**config.mk**
```make
export PLATFORM = sky130hd
export DESIGN_NAME = ratio_reduce_gcd_flat
export DESIGN_NICKNAME = d
export VERILOG_FILES = /design/src/design/rrg_pkg.sv /design/src/design/rrg_req_if.sv /design/src/design/rrg_rsp_if.sv /design/src/design/rrg_div.sv /design/src/design/ratio_reduce_gcd.sv /design/src/flat_wrapper.sv
export SDC_FILE = /design/constraint.sdc
export NUM_CORES = 1
export LEC_CHECK = 0
export ABC_AREA = 1
export BUFFER_PORTS_ARGS = -buffer_cell sky130_fd_sc_hd__buf_4
export CORE_MARGIN = 1
export CORE_UTILIZATION = 25
export CTS_BUF_LIST = sky130_fd_sc_hd__clkbuf_4 sky130_fd_sc_hd__clkbuf_8
export DETAILED_ROUTE_END_ITERATION = 6
export PLACE_DENSITY = 0.44
export SLEW_MARGIN = 10
export SYNTH_ARGS = -nofsm -noshare
export SYNTH_HDL_FRONTEND = slang
export SYNTH_SLANG_ARGS = --single-unit
```
**constraint.sdc**
```tcl
create_clock -name clock -period 5.28 [get_ports clock]
set_clock_uncertainty 0.2 [all_clocks]
set_input_delay 0.528 -clock clock [delete_from_list [all_inputs] [get_ports clock]]
set_output_delay 0.528 -clock clock [all_outputs]
set_load 0.02 [all_outputs]
```
**src/design/rrg_pkg.sv**
```systemverilog
// ----------------------------------------------------------------------------
// rrg_pkg
// Shared types and codes for the ratio reduction block: opcodes, status
// codes and the sequencer states.
// ----------------------------------------------------------------------------
package rrg_pkg;

   localparam int OPCODE_W = 2;
   localparam int STATUS_W = 2;

   typedef logic [OPCODE_W-1:0] opcode_type;
   typedef logic [STATUS_W-1:0] status_type;

   // Opcodes. The unused code behaves like a plain simplify.
   localparam opcode_type OP_SIMPLIFY = 2'd0;
   localparam opcode_type OP_START    = 2'd1;
   localparam opcode_type OP_COMPARE  = 2'd2;

   // Result status codes.
   localparam status_type ST_OK       = 2'd0;
   localparam status_type ST_ZERO_DEN = 2'd1;
   localparam status_type ST_OVERFLOW = 2'd2;

   typedef enum logic [2:0] {
      S_IDLE,
      S_GCD,
      S_GCD_WAIT,
      S_QN,
      S_QN_WAIT,
      S_QD,
      S_QD_WAIT,
      S_DONE
   } state_type;

endpackage

```
**src/design/rrg_req_if.sv**
```systemverilog
// ----------------------------------------------------------------------------
// rrg_req_if
// Request channel: an opcode and a signed ratio, with valid/ready.
// ----------------------------------------------------------------------------
interface rrg_req_if #(
   parameter int WIDTH = 32
);
   logic                    valid;
   logic                    ready;
   rrg_pkg::opcode_type     opcode;
   logic signed [WIDTH-1:0] numerator;
   logic signed [WIDTH-1:0] denominator;

   modport source (output valid, output opcode, output numerator,
                   output denominator, input ready);
   modport sink   (input valid, input opcode, input numerator,
                   input denominator, output ready);
endinterface

```
**src/design/rrg_rsp_if.sv**
```systemverilog
// ----------------------------------------------------------------------------
// rrg_rsp_if
// Response channel: the reduced ratio, a status code and the group flag.
// ----------------------------------------------------------------------------
interface rrg_rsp_if #(
   parameter int WIDTH = 32
);
   logic                    valid;
   logic                    ready;
   logic signed [WIDTH-1:0] reduced_num;
   logic [WIDTH-2:0]        reduced_den;
   rrg_pkg::status_type     status;
   logic                    all_equal;

   modport source (output valid, output reduced_num, output reduced_den,
                   output status, output all_equal, input ready);
   modport sink   (input valid, input reduced_num, input reduced_den,
                   input status, input all_equal, output ready);
endinterface

```
**src/design/rrg_div.sv**
```systemverilog
// ----------------------------------------------------------------------------
// rrg_div
// Restoring unsigned divider, one quotient bit per cycle. Gives quotient
// and remainder together; the divisor must be nonzero.
// ----------------------------------------------------------------------------
module rrg_div #(
   parameter int WIDTH = 32
) (
   input  logic             clock,
   input  logic             reset,
   input  logic             start,
   input  logic [WIDTH-1:0] dividend,
   input  logic [WIDTH-1:0] divisor,
   output logic             done,
   output logic [WIDTH-1:0] quotient,
   output logic [WIDTH-1:0] remainder
);
   localparam int CNT_W = (WIDTH > 1) ? $clog2(WIDTH) : 1;

   logic             busy_ff, busy_in;
   logic             done_ff, done_in;
   logic [CNT_W-1:0] cnt_ff, cnt_in;
   logic [WIDTH-1:0] rem_ff, rem_in;
   logic [WIDTH-1:0] quo_ff, quo_in;
   logic [WIDTH-1:0] dvs_ff, dvs_in;
   logic [WIDTH:0]   shifted;
   logic [WIDTH:0]   diff;

   assign shifted = {rem_ff, quo_ff[WIDTH-1]};
   assign diff    = shifted - {1'b0, dvs_ff};

   always_comb begin
      busy_in = busy_ff;
      done_in = 1'b0;
      cnt_in  = cnt_ff;
      rem_in  = rem_ff;
      quo_in  = quo_ff;
      dvs_in  = dvs_ff;
      if (start) begin
         busy_in = 1'b1;
         cnt_in  = CNT_W'(WIDTH - 1);
         rem_in  = '0;
         quo_in  = dividend;
         dvs_in  = divisor;
      end else if (busy_ff) begin
         // A borrow out of the top bit means the divisor did not fit.
         if (!diff[WIDTH]) begin
            rem_in = diff[WIDTH-1:0];
         end else begin
            rem_in = shifted[WIDTH-1:0];
         end
         quo_in = {quo_ff[WIDTH-2:0], !diff[WIDTH]};
         cnt_in = cnt_ff - 1'b1;
         if (cnt_ff == '0) begin
            busy_in = 1'b0;
            done_in = 1'b1;
         end
      end
   end

   always_ff @(posedge clock) begin
      if (reset) begin
         busy_ff <= 1'b0;
         done_ff <= 1'b0;
         cnt_ff  <= '0;
      end else begin
         busy_ff <= busy_in;
         done_ff <= done_in;
         cnt_ff  <= cnt_in;
      end
      rem_ff <= rem_in;
      quo_ff <= quo_in;
      dvs_ff <= dvs_in;
   end

   assign done      = done_ff;
   assign quotient  = quo_ff;
   assign remainder = rem_ff;

endmodule

```
**src/design/ratio_reduce_gcd.sv**
```systemverilog
// ----------------------------------------------------------------------------
// ratio_reduce_gcd
// Reduces a signed ratio to lowest terms with a non-negative denominator,
// and tracks whether every ratio of a group equals the group's base.
// ----------------------------------------------------------------------------
//
//   Channel  Direction  Payload                                   Handshake
//   req_ch   in         opcode, numerator, denominator            valid/ready
//   rsp_ch   out        reduced_num, reduced_den, status,         valid/ready
//                       all_equal
//
// One divider serves every step: each Euclid remainder step and the two
// exact divisions by the GCD each go through a start, WIDTH bit steps and
// a result. An item takes k remainder steps, where k is at most about
// 1.44 * WIDTH; a zero denominator error goes straight from the idle state
// to the last state.
// Reset is synchronous and clears the sequencer, the output valid, the group
// base (0/0) and sets the all-equal flag.
// The request side is ready only while the sequencer idles. A finished item
// sits in the output register, so a new item is taken while it waits; a
// later result waits in the last state until the output register is free.
module ratio_reduce_gcd #(
   parameter int WIDTH = 32
) (
   input  logic     clock,
   input  logic     reset,
   rrg_req_if.sink  req_ch,
   rrg_rsp_if.source rsp_ch
);
   import rrg_pkg::*;

   // Sequencer and working registers.
   state_type        state_ff, state_in;
   logic [WIDTH-1:0] x_ff, x_in;         // Euclid pair, x ends up as the GCD
   logic [WIDTH-1:0] y_ff, y_in;
   logic [WIDTH-1:0] nmag_ff, nmag_in;   // magnitudes, later the quotients
   logic [WIDTH-1:0] dmag_ff, dmag_in;
   logic             nneg_ff, nneg_in;
   logic             dneg_ff, dneg_in;
   logic             err_ff, err_in;
   opcode_type       op_ff, op_in;

   // Group state.
   logic [WIDTH-1:0] base_num_ff, base_num_in;
   logic [WIDTH-1:0] base_den_ff, base_den_in;
   logic             match_ff, match_in;

   // Output register.
   logic             rsp_valid_ff, rsp_valid_in;
   logic [WIDTH-1:0] rsp_num_ff, rsp_num_in;
   logic [WIDTH-2:0] rsp_den_ff, rsp_den_in;
   status_type       rsp_status_ff, rsp_status_in;
   logic             rsp_eq_ff, rsp_eq_in;

   // Divider connection.
   logic             div_start;
   logic [WIDTH-1:0] div_dividend;
   logic [WIDTH-1:0] div_divisor;
   logic             div_done;
   logic [WIDTH-1:0] div_quo;
   logic [WIDTH-1:0] div_rem;

   // Request decode.
   logic             accept;
   logic [WIDTH-1:0] req_num;
   logic [WIDTH-1:0] req_den;
   logic [WIDTH-1:0] req_nmag;
   logic [WIDTH-1:0] req_dmag;
   logic             req_group;
   logic             req_zero_err;

   // Final formatting.
   logic             fin_neg;
   logic             fin_ok;
   status_type       fin_status;
   logic [WIDTH-1:0] fin_num;
   logic [WIDTH-2:0] fin_den;
   logic             is_start;
   logic             is_cmp;
   logic             fin_match;
   logic             out_free;
   logic             load_out;

   rrg_div #(
      .WIDTH(WIDTH)
   ) u_div (
      .clock     (clock),
      .reset     (reset),
      .start     (div_start),
      .dividend  (div_dividend),
      .divisor   (div_divisor),
      .done      (div_done),
      .quotient  (div_quo),
      .remainder (div_rem)
   );

   // Split the incoming ratio into signs and magnitudes. The magnitude of
   // the most negative value is 2^(WIDTH-1), which still fits unsigned.
   assign accept   = req_ch.valid && req_ch.ready;
   assign req_num  = req_ch.numerator;
   assign req_den  = req_ch.denominator;
   assign req_nmag = req_num[WIDTH-1] ? (~req_num + 1'b1) : req_num;
   assign req_dmag = req_den[WIDTH-1] ? (~req_den + 1'b1) : req_den;
   assign req_group = (req_ch.opcode == OP_START) || (req_ch.opcode == OP_COMPARE);
   // Zero over zero is always an error; nonzero over zero only outside groups.
   assign req_zero_err = (req_dmag == '0) && (!req_group || (req_nmag == '0));

   // After both divisions nmag_ff and dmag_ff hold the reduced magnitudes.
   // The sign goes on the numerator unless either part is zero.
   assign fin_neg = (nneg_ff != dneg_ff) && (nmag_ff != '0) && (dmag_ff != '0);

   always_comb begin
      if (err_ff) begin
         fin_status = ST_ZERO_DEN;
      end else if (dmag_ff[WIDTH-1] || (!fin_neg && nmag_ff[WIDTH-1])) begin
         fin_status = ST_OVERFLOW;
      end else begin
         fin_status = ST_OK;
      end
   end

   assign fin_ok   = (fin_status == ST_OK);
   assign fin_num  = !fin_ok ? '0 : (fin_neg ? (~nmag_ff + 1'b1) : nmag_ff);
   assign fin_den  = fin_ok ? dmag_ff[WIDTH-2:0] : '0;
   assign is_start = (op_ff == OP_START);
   assign is_cmp   = (op_ff == OP_COMPARE);

   always_comb begin
      if (is_start) begin
         fin_match = fin_ok;
      end else if (is_cmp) begin
         fin_match = match_ff && fin_ok && (fin_num == base_num_ff)
                     && ({1'b0, fin_den} == base_den_ff);
      end else begin
         fin_match = match_ff;
      end
   end

   assign out_free = !rsp_valid_ff || rsp_ch.ready;

   // Next state.
   always_comb begin
      state_in = state_ff;
      unique case (state_ff)
         S_IDLE: begin
            if (accept) begin
               state_in = req_zero_err ? S_DONE : S_GCD;
            end
         end
         S_GCD: begin
            state_in = (y_ff == '0) ? S_QN : S_GCD_WAIT;
         end
         S_GCD_WAIT: begin
            if (div_done) begin
               state_in = S_GCD;
            end
         end
         S_QN: begin
            state_in = S_QN_WAIT;
         end
         S_QN_WAIT: begin
            if (div_done) begin
               state_in = S_QD;
            end
         end
         S_QD: begin
            state_in = S_QD_WAIT;
         end
         S_QD_WAIT: begin
            if (div_done) begin
               state_in = S_DONE;
            end
         end
         S_DONE: begin
            if (out_free) begin
               state_in = S_IDLE;
            end
         end
         default: begin
            state_in = S_IDLE;
         end
      endcase
   end

   // Sequencer outputs. The GCD sits in x once y has reached zero, so both
   // exact divisions use x as the divisor.
   always_comb begin
      req_ch.ready = 1'b0;
      div_start    = 1'b0;
      div_dividend = dmag_ff;
      div_divisor  = x_ff;
      load_out     = 1'b0;
      unique case (state_ff)
         S_IDLE: begin
            req_ch.ready = 1'b1;
         end
         S_GCD: begin
            div_start    = (y_ff != '0);
            div_dividend = x_ff;
            div_divisor  = y_ff;
         end
         S_QN: begin
            div_start    = 1'b1;
            div_dividend = nmag_ff;
         end
         S_QD: begin
            div_start    = 1'b1;
         end
         S_DONE: begin
            load_out = out_free;
         end
         default: begin
         end
      endcase
   end

   // Datapath next values.
   always_comb begin
      x_in          = x_ff;
      y_in          = y_ff;
      nmag_in       = nmag_ff;
      dmag_in       = dmag_ff;
      nneg_in       = nneg_ff;
      dneg_in       = dneg_ff;
      err_in        = err_ff;
      op_in         = op_ff;
      base_num_in   = base_num_ff;
      base_den_in   = base_den_ff;
      match_in      = match_ff;
      rsp_valid_in  = rsp_valid_ff;
      rsp_num_in    = rsp_num_ff;
      rsp_den_in    = rsp_den_ff;
      rsp_status_in = rsp_status_ff;
      rsp_eq_in     = rsp_eq_ff;

      if (accept) begin
         x_in    = req_nmag;
         y_in    = req_dmag;
         nmag_in = req_nmag;
         dmag_in = req_dmag;
         nneg_in = req_num[WIDTH-1];
         dneg_in = req_den[WIDTH-1];
         err_in  = req_zero_err;
         op_in   = req_ch.opcode;
      end

      if (div_done) begin
         case (state_ff)
            S_GCD_WAIT: begin
               x_in = y_ff;
               y_in = div_rem;
            end
            S_QN_WAIT: begin
               nmag_in = div_quo;
            end
            S_QD_WAIT: begin
               dmag_in = div_quo;
            end
            default: begin
            end
         endcase
      end

      if (load_out) begin
         rsp_valid_in  = 1'b1;
         rsp_num_in    = fin_num;
         rsp_den_in    = fin_den;
         rsp_status_in = fin_status;
         rsp_eq_in     = fin_match;
         match_in      = fin_match;
         if (is_start && fin_ok) begin
            base_num_in = fin_num;
            base_den_in = {1'b0, fin_den};
         end
      end else if (rsp_ch.ready) begin
         rsp_valid_in = 1'b0;
      end
   end

   always_ff @(posedge clock) begin
      if (reset) begin
         state_ff     <= S_IDLE;
         rsp_valid_ff <= 1'b0;
         base_num_ff  <= '0;
         base_den_ff  <= '0;
         match_ff     <= 1'b1;
      end else begin
         state_ff     <= state_in;
         rsp_valid_ff <= rsp_valid_in;
         base_num_ff  <= base_num_in;
         base_den_ff  <= base_den_in;
         match_ff     <= match_in;
      end
      x_ff          <= x_in;
      y_ff          <= y_in;
      nmag_ff       <= nmag_in;
      dmag_ff       <= dmag_in;
      nneg_ff       <= nneg_in;
      dneg_ff       <= dneg_in;
      err_ff        <= err_in;
      op_ff         <= op_in;
      rsp_num_ff    <= rsp_num_in;
      rsp_den_ff    <= rsp_den_in;
      rsp_status_ff <= rsp_status_in;
      rsp_eq_ff     <= rsp_eq_in;
   end

   assign rsp_ch.valid       = rsp_valid_ff;
   assign rsp_ch.reduced_num = rsp_num_ff;
   assign rsp_ch.reduced_den = rsp_den_ff;
   assign rsp_ch.status      = rsp_status_ff;
   assign rsp_ch.all_equal   = rsp_eq_ff;

   // The divider only finishes while the sequencer waits for it.
   a_done_in_wait: assert property (@(posedge clock) disable iff (reset)
      div_done |-> (state_ff == S_GCD_WAIT || state_ff == S_QN_WAIT
                    || state_ff == S_QD_WAIT))
      else $error("divider finished outside a wait state");

   // Without a zero denominator error the GCD is never zero.
   a_gcd_nonzero: assert property (@(posedge clock) disable iff (reset)
      (state_ff == S_QN) |-> (x_ff != '0))
      else $error("GCD is zero at the first exact division");

   // A failed item carries a zero ratio.
   a_err_zero: assert property (@(posedge clock) disable iff (reset)
      (rsp_valid_ff && rsp_status_ff != ST_OK)
         |-> (rsp_num_ff == '0 && rsp_den_ff == '0))
      else $error("error result with a nonzero ratio");

   // An accepted item always leaves the idle state.
   a_accept_busy: assert property (@(posedge clock) disable iff (reset)
      accept |=> (state_ff != S_IDLE))
      else $error("sequencer stayed idle after taking an item");

endmodule
```
**src/flat_wrapper.sv**
```systemverilog
// flat-port wrapper written by rule: the top's interface ports become plain ports
module ratio_reduce_gcd_flat import rrg_pkg::*;
#(
   parameter int WIDTH = 32
)
  (clock, reset, req_ch_valid, req_ch_opcode, req_ch_numerator, req_ch_denominator, req_ch_ready, rsp_ch_valid, rsp_ch_reduced_num, rsp_ch_reduced_den, rsp_ch_status, rsp_ch_all_equal, rsp_ch_ready);
  rrg_req_if #(.WIDTH(WIDTH)) req_ch_i ();
  rrg_rsp_if #(.WIDTH(WIDTH)) rsp_ch_i ();
  input  logic clock;
  input  logic reset;
  input wire logic [$bits(req_ch_i.valid)-1:0] req_ch_valid;
  input wire logic [$bits(req_ch_i.opcode)-1:0] req_ch_opcode;
  input wire logic [$bits(req_ch_i.numerator)-1:0] req_ch_numerator;
  input wire logic [$bits(req_ch_i.denominator)-1:0] req_ch_denominator;
  output wire logic [$bits(req_ch_i.ready)-1:0] req_ch_ready;
  output wire logic [$bits(rsp_ch_i.valid)-1:0] rsp_ch_valid;
  output wire logic [$bits(rsp_ch_i.reduced_num)-1:0] rsp_ch_reduced_num;
  output wire logic [$bits(rsp_ch_i.reduced_den)-1:0] rsp_ch_reduced_den;
  output wire logic [$bits(rsp_ch_i.status)-1:0] rsp_ch_status;
  output wire logic [$bits(rsp_ch_i.all_equal)-1:0] rsp_ch_all_equal;
  input wire logic [$bits(rsp_ch_i.ready)-1:0] rsp_ch_ready;
  assign req_ch_i.valid = req_ch_valid;
  assign req_ch_i.opcode = req_ch_opcode;
  assign req_ch_i.numerator = req_ch_numerator;
  assign req_ch_i.denominator = req_ch_denominator;
  assign req_ch_ready = req_ch_i.ready;
  assign rsp_ch_valid = rsp_ch_i.valid;
  assign rsp_ch_reduced_num = rsp_ch_i.reduced_num;
  assign rsp_ch_reduced_den = rsp_ch_i.reduced_den;
  assign rsp_ch_status = rsp_ch_i.status;
  assign rsp_ch_all_equal = rsp_ch_i.all_equal;
  assign rsp_ch_i.ready = rsp_ch_ready;
  ratio_reduce_gcd #(.WIDTH(WIDTH)) u_core (.clock(clock), .reset(reset), .req_ch(req_ch_i), .rsp_ch(rsp_ch_i));
endmodule
```
==> summary.md <==
| Metric | Value |
|---|---|
| Die area | 85900 µm² |
| WL final | 79300 µm |
| TritonRoute pass-1 iters | 6 |
| Critical path's top delay family | compound AO/OA/AOI/OAI gates |
| Yosys warnings | 0 |
| Layout cells sized above 1 | 11.1% |
| Main synth FF type | dfxtp_1 |
| Final global-route overflow total | 0 |
| Synth Register Bits | 370 |
| Layout area overhead | 18.1% |
| Total of max-cap violations | 0 |
| # DRC | 0 |
| Setup violators final | 0 |
| Syn Area/Cell | 7.17 µm² |
| Htree depth | 3 |
| Sequential-to-total area share from yosys stat | 41.3% |
| Rel. slew slack | 35.4% |
| Crit end category | flop |
| Final setup margin | 1170 ps |
| Crit path DAT | 4270 ps |
| Critical-path top delay cell | fa_1 |
| Row count | 106 |
| Crit-path cells | ha_1, fa_1, nand3b_1, nand2_1, a21oi_2, o21ai_1, a21boi_1, o21ai_1, a21boi_1, buf_4, o21ai_1, nand2_1, nand2_1, nand2_1, nand2_2, buf_4, o21ai_0 |
| Clock Sinks | 370 |
| # fillers | 9280 |
| Area taken by flip-flops and latches | 8760 µm² |
| Clock Power Share | 23.5% |
| Req. time, crit path | 5440 ps |
| Cts bufs inserted | 72 |
| Routability congestion estimate | 0.907 |
| WS Path Type | reg2reg |
| Multi-input gate area | 10300 µm² |
| Hold crit path type | in2reg |
| Maximum buffer depth of the clock tree | 3 |
| Worst-Margin Slew | 968 ps |
| PortBufs | 137 |
| Syn Nets | 3063 |
| Initial antenna violation count | 1 |
| Clk slew on worst S/H paths | 50 ps |
| Die extent in x | 293 µm |
| Pwr Density | 524 nW/µm² |
| Vias | 19900 |
| Final Hold Viols | 0 |
| Hpwl dp | 61000 µm |
| Tot Pwr | 13.1 mW |
| Tcrit/Tclk final | 77.9% |
| Netlist cell types | 52 |
| Largest net degree at the start of global routing | 93 |
| Max Fclk | 243 MHz |
| WP buf/inv | 2 |
| Crit path launch type | flop |
| Slew Viols, Final | 0 |
| Antenna Nets Post-Route | 0 |
| Worst stage delay on the critical path | 400 ps |
| Setup TNS | 0 ps |
| Drt wl/cell | 18.6 µm |
| Switch share | 43.6% |
| Area share of the largest cell type after synthesis | 22.2% |
| Nets | 3187 |
| TritonCTS clock tree | done |
| Cell with the most instances after synthesis | nand2_1 |
| Synth Cell Area | 21200 µm² |
| Via density | 4.65 |
| CP max FO | 33 |
| Most frequent CP cell | nand2_1 |
| Clock root buffer | clkbuf_8 |
| Worst VDD drop | 215 µV |
| Async SR Flop Fraction | 0% |
| Tmin final | 4110 ps |
| Core area | 83700 µm² |
| Yosys top cell by area | dfxtp_1 |
| PostCTS Resize Cnt | 0 |
| First-pass GRT wire length | 119000 µm |
| Post-Place Setup Slack | 1150 ps |
| Int Pwr | 7.39 mW |
| Switching power | 5.72 mW |
| Vias in the first global route | 19000 |
| Starting Density | 25.3% |
| Cell types occupying the most area after synthesis | dfxtp_1 (22%), edfxtp_1 (19%), nand2_1 (13%) |
| Die height | 293 µm |
| Status | finished clean |
| Static Leak | 11.2 nW |
| RSZ-0062 raised after global routing | false |
| Post-synth EDFFs | 135 |
| Synthesized instance count | 2955 |
| Sequential fraction of design power | 35.4% |
| Initial drt markers | 1723 |
| Worst-Skew Late Latency | 650 ps |
| Power share of the combinational group | 41.1% |
| I/O pin count | 138 |
| Commonest cells in the synthesized netlist | nand2_1 (721), inv_1 (414), nor2_1 (284) |
| GR Util All Layers | 18.3% |
-- kinds of logic (layout without fill, tap and decap cells) --
logic type / count (synthesis) / after routing / synth area share (%)
AO/OA/AOI/OAI: 660 / 660 / 17.9
XOR/XNOR: 107 / 107 / 4.42
adder cells (fa/ha/maj): 38 / 38 / 2.28
buffers and inverters: 554 / 737 / 10.2
flip-flops: 370 / 370 / 41.3
multiplexers: 2 / 2 / 0.0945
other: 0 / 1 / 0
AND/OR/NAND/NOR: 1224 / 1224 / 23.8
-- worst paths after layout --
path                                              to  depth (start not counted)  slack, ps                        startpoint
setup reg to reg  u_core.u_div.quotient[0]$_DFFE_PP_                         17       1170  u_core.u_div.dvs_ff[0]$_DFFE_PP_
hold / removal      u_core.rsp_ch.valid$_SDFFE_PP0P_                          3         70                      rsp_ch_ready
hold reg to reg         u_core.match_ff$_SDFFE_PP1P_                          2        260      u_core.match_ff$_SDFFE_PP1P_
setup / recovery  u_core.u_div.quotient[0]$_DFFE_PP_                         17       1170  u_core.u_div.dvs_ff[0]$_DFFE_PP_
-- worst min-delay path: stages --
cell and delay, ps:
buf_4 80, nor2_1 80, o21a_1 190
-- stage by stage --
step	hold slack, ps	util [%]	cell area, µm²	instances
detailed placement	251	28.0	23400	4136
global placement	254	28.0	23400	4136
finish	72.6	29.9	25000	4273
global route	52.8	29.9	25000	4273
floorplan	227	-	21200	2955
CTS	16.4	29.9	25000	4272
-- final cells by class --
class	instances	share of cell area (%)
well taps	1134	5.67
flip-flops and latches	370	35.0
clock buffers	123	5.87
inverters	429	6.45
clock inverters	10	0.300
diodes	1	0.0100
multi-input cells	2031	41.3
repair buffers	175	5.38
-- layout by cell type, fill, tap and decap left out, drive strengths merged, types with 2 or more instances in the layout --
| cell | count |
|---|---|
| nor3 | 30 |
| or2 | 5 |
| o22ai | 13 |
| a2111oi | 2 |
| xnor2 | 32 |
| inv | 425 |
| o31ai | 3 |
| o21ai | 232 |
| nor2 | 293 |
| a211oi | 3 |
| clkinv | 11 |
| nand2 | 726 |
| clkinvlp | 2 |
| a22oi | 117 |
| a21oi | 242 |
| xor2 | 75 |
| nor4 | 13 |
| dfxtp | 235 |
| nand3 | 100 |
| dlygate4sd3 | 3 |
| ha | 37 |
| edfxtp | 135 |
| nand3b | 10 |
| mux2i | 2 |
| clkbuf | 123 |
| nand4 | 45 |
| a31oi | 3 |
| o221ai | 19 |
| o21a | 5 |
| a21boi | 7 |
| o211ai | 6 |
| o21bai | 4 |
| buf | 172 |
-- layer usage --
| metal | track usage, % | vias to the layer above | part of all wire [%] |
|---|---|---|---|
| met1 | 25.1 | 9322 | 48 |
| met4 | 4.29 | 0 | 1.8 |
| met3 | 3.54 | 92 | 5.4 |
| met2 | 29.3 | 487 | 45 |
| met5 | 0 | - | 0 |
| li1 | - | 9984 | - |
-- what timing repair did --
item	CTS	global route
hold buffers	3	0
endpoints found under the hold margin	5	0
setup buffers	0	0
-- sequential cells by signal, indices dropped and copies added (netlist names), 2 cells and up --
register	flops
u_core.rsp_ch.reduced_num	32
u_core.u_div.cnt_ff	5
u_core.nmag_ff	32
u_core.state_ff	3
u_core.base_num_ff	32
u_core.y_ff	32
u_core.base_den_ff	31
u_core.rsp_ch.reduced_den	31
u_core.u_div.remainder	32
u_core.u_div.dvs_ff	32
u_core.u_div.quotient	32
u_core.op_ff	2
u_core.rsp_ch.status	2
u_core.dmag_ff	32
u_core.x_ff	32
-- power groups by stage --
stage | combinational, mW | clock (mW) | sequential [mW]
floorplan | 3.59 | 0 | 4.43
global placement | 5.34 | 0 | 4.70
detailed placement | 5.33 | 0 | 4.70
finish | 5.38 | 3.08 | 4.65
global route | 6.00 | 3.27 | 4.74
CTS | 5.36 | 3.16 | 4.65
No activity file was read; power rests on OpenSTA's default activity.
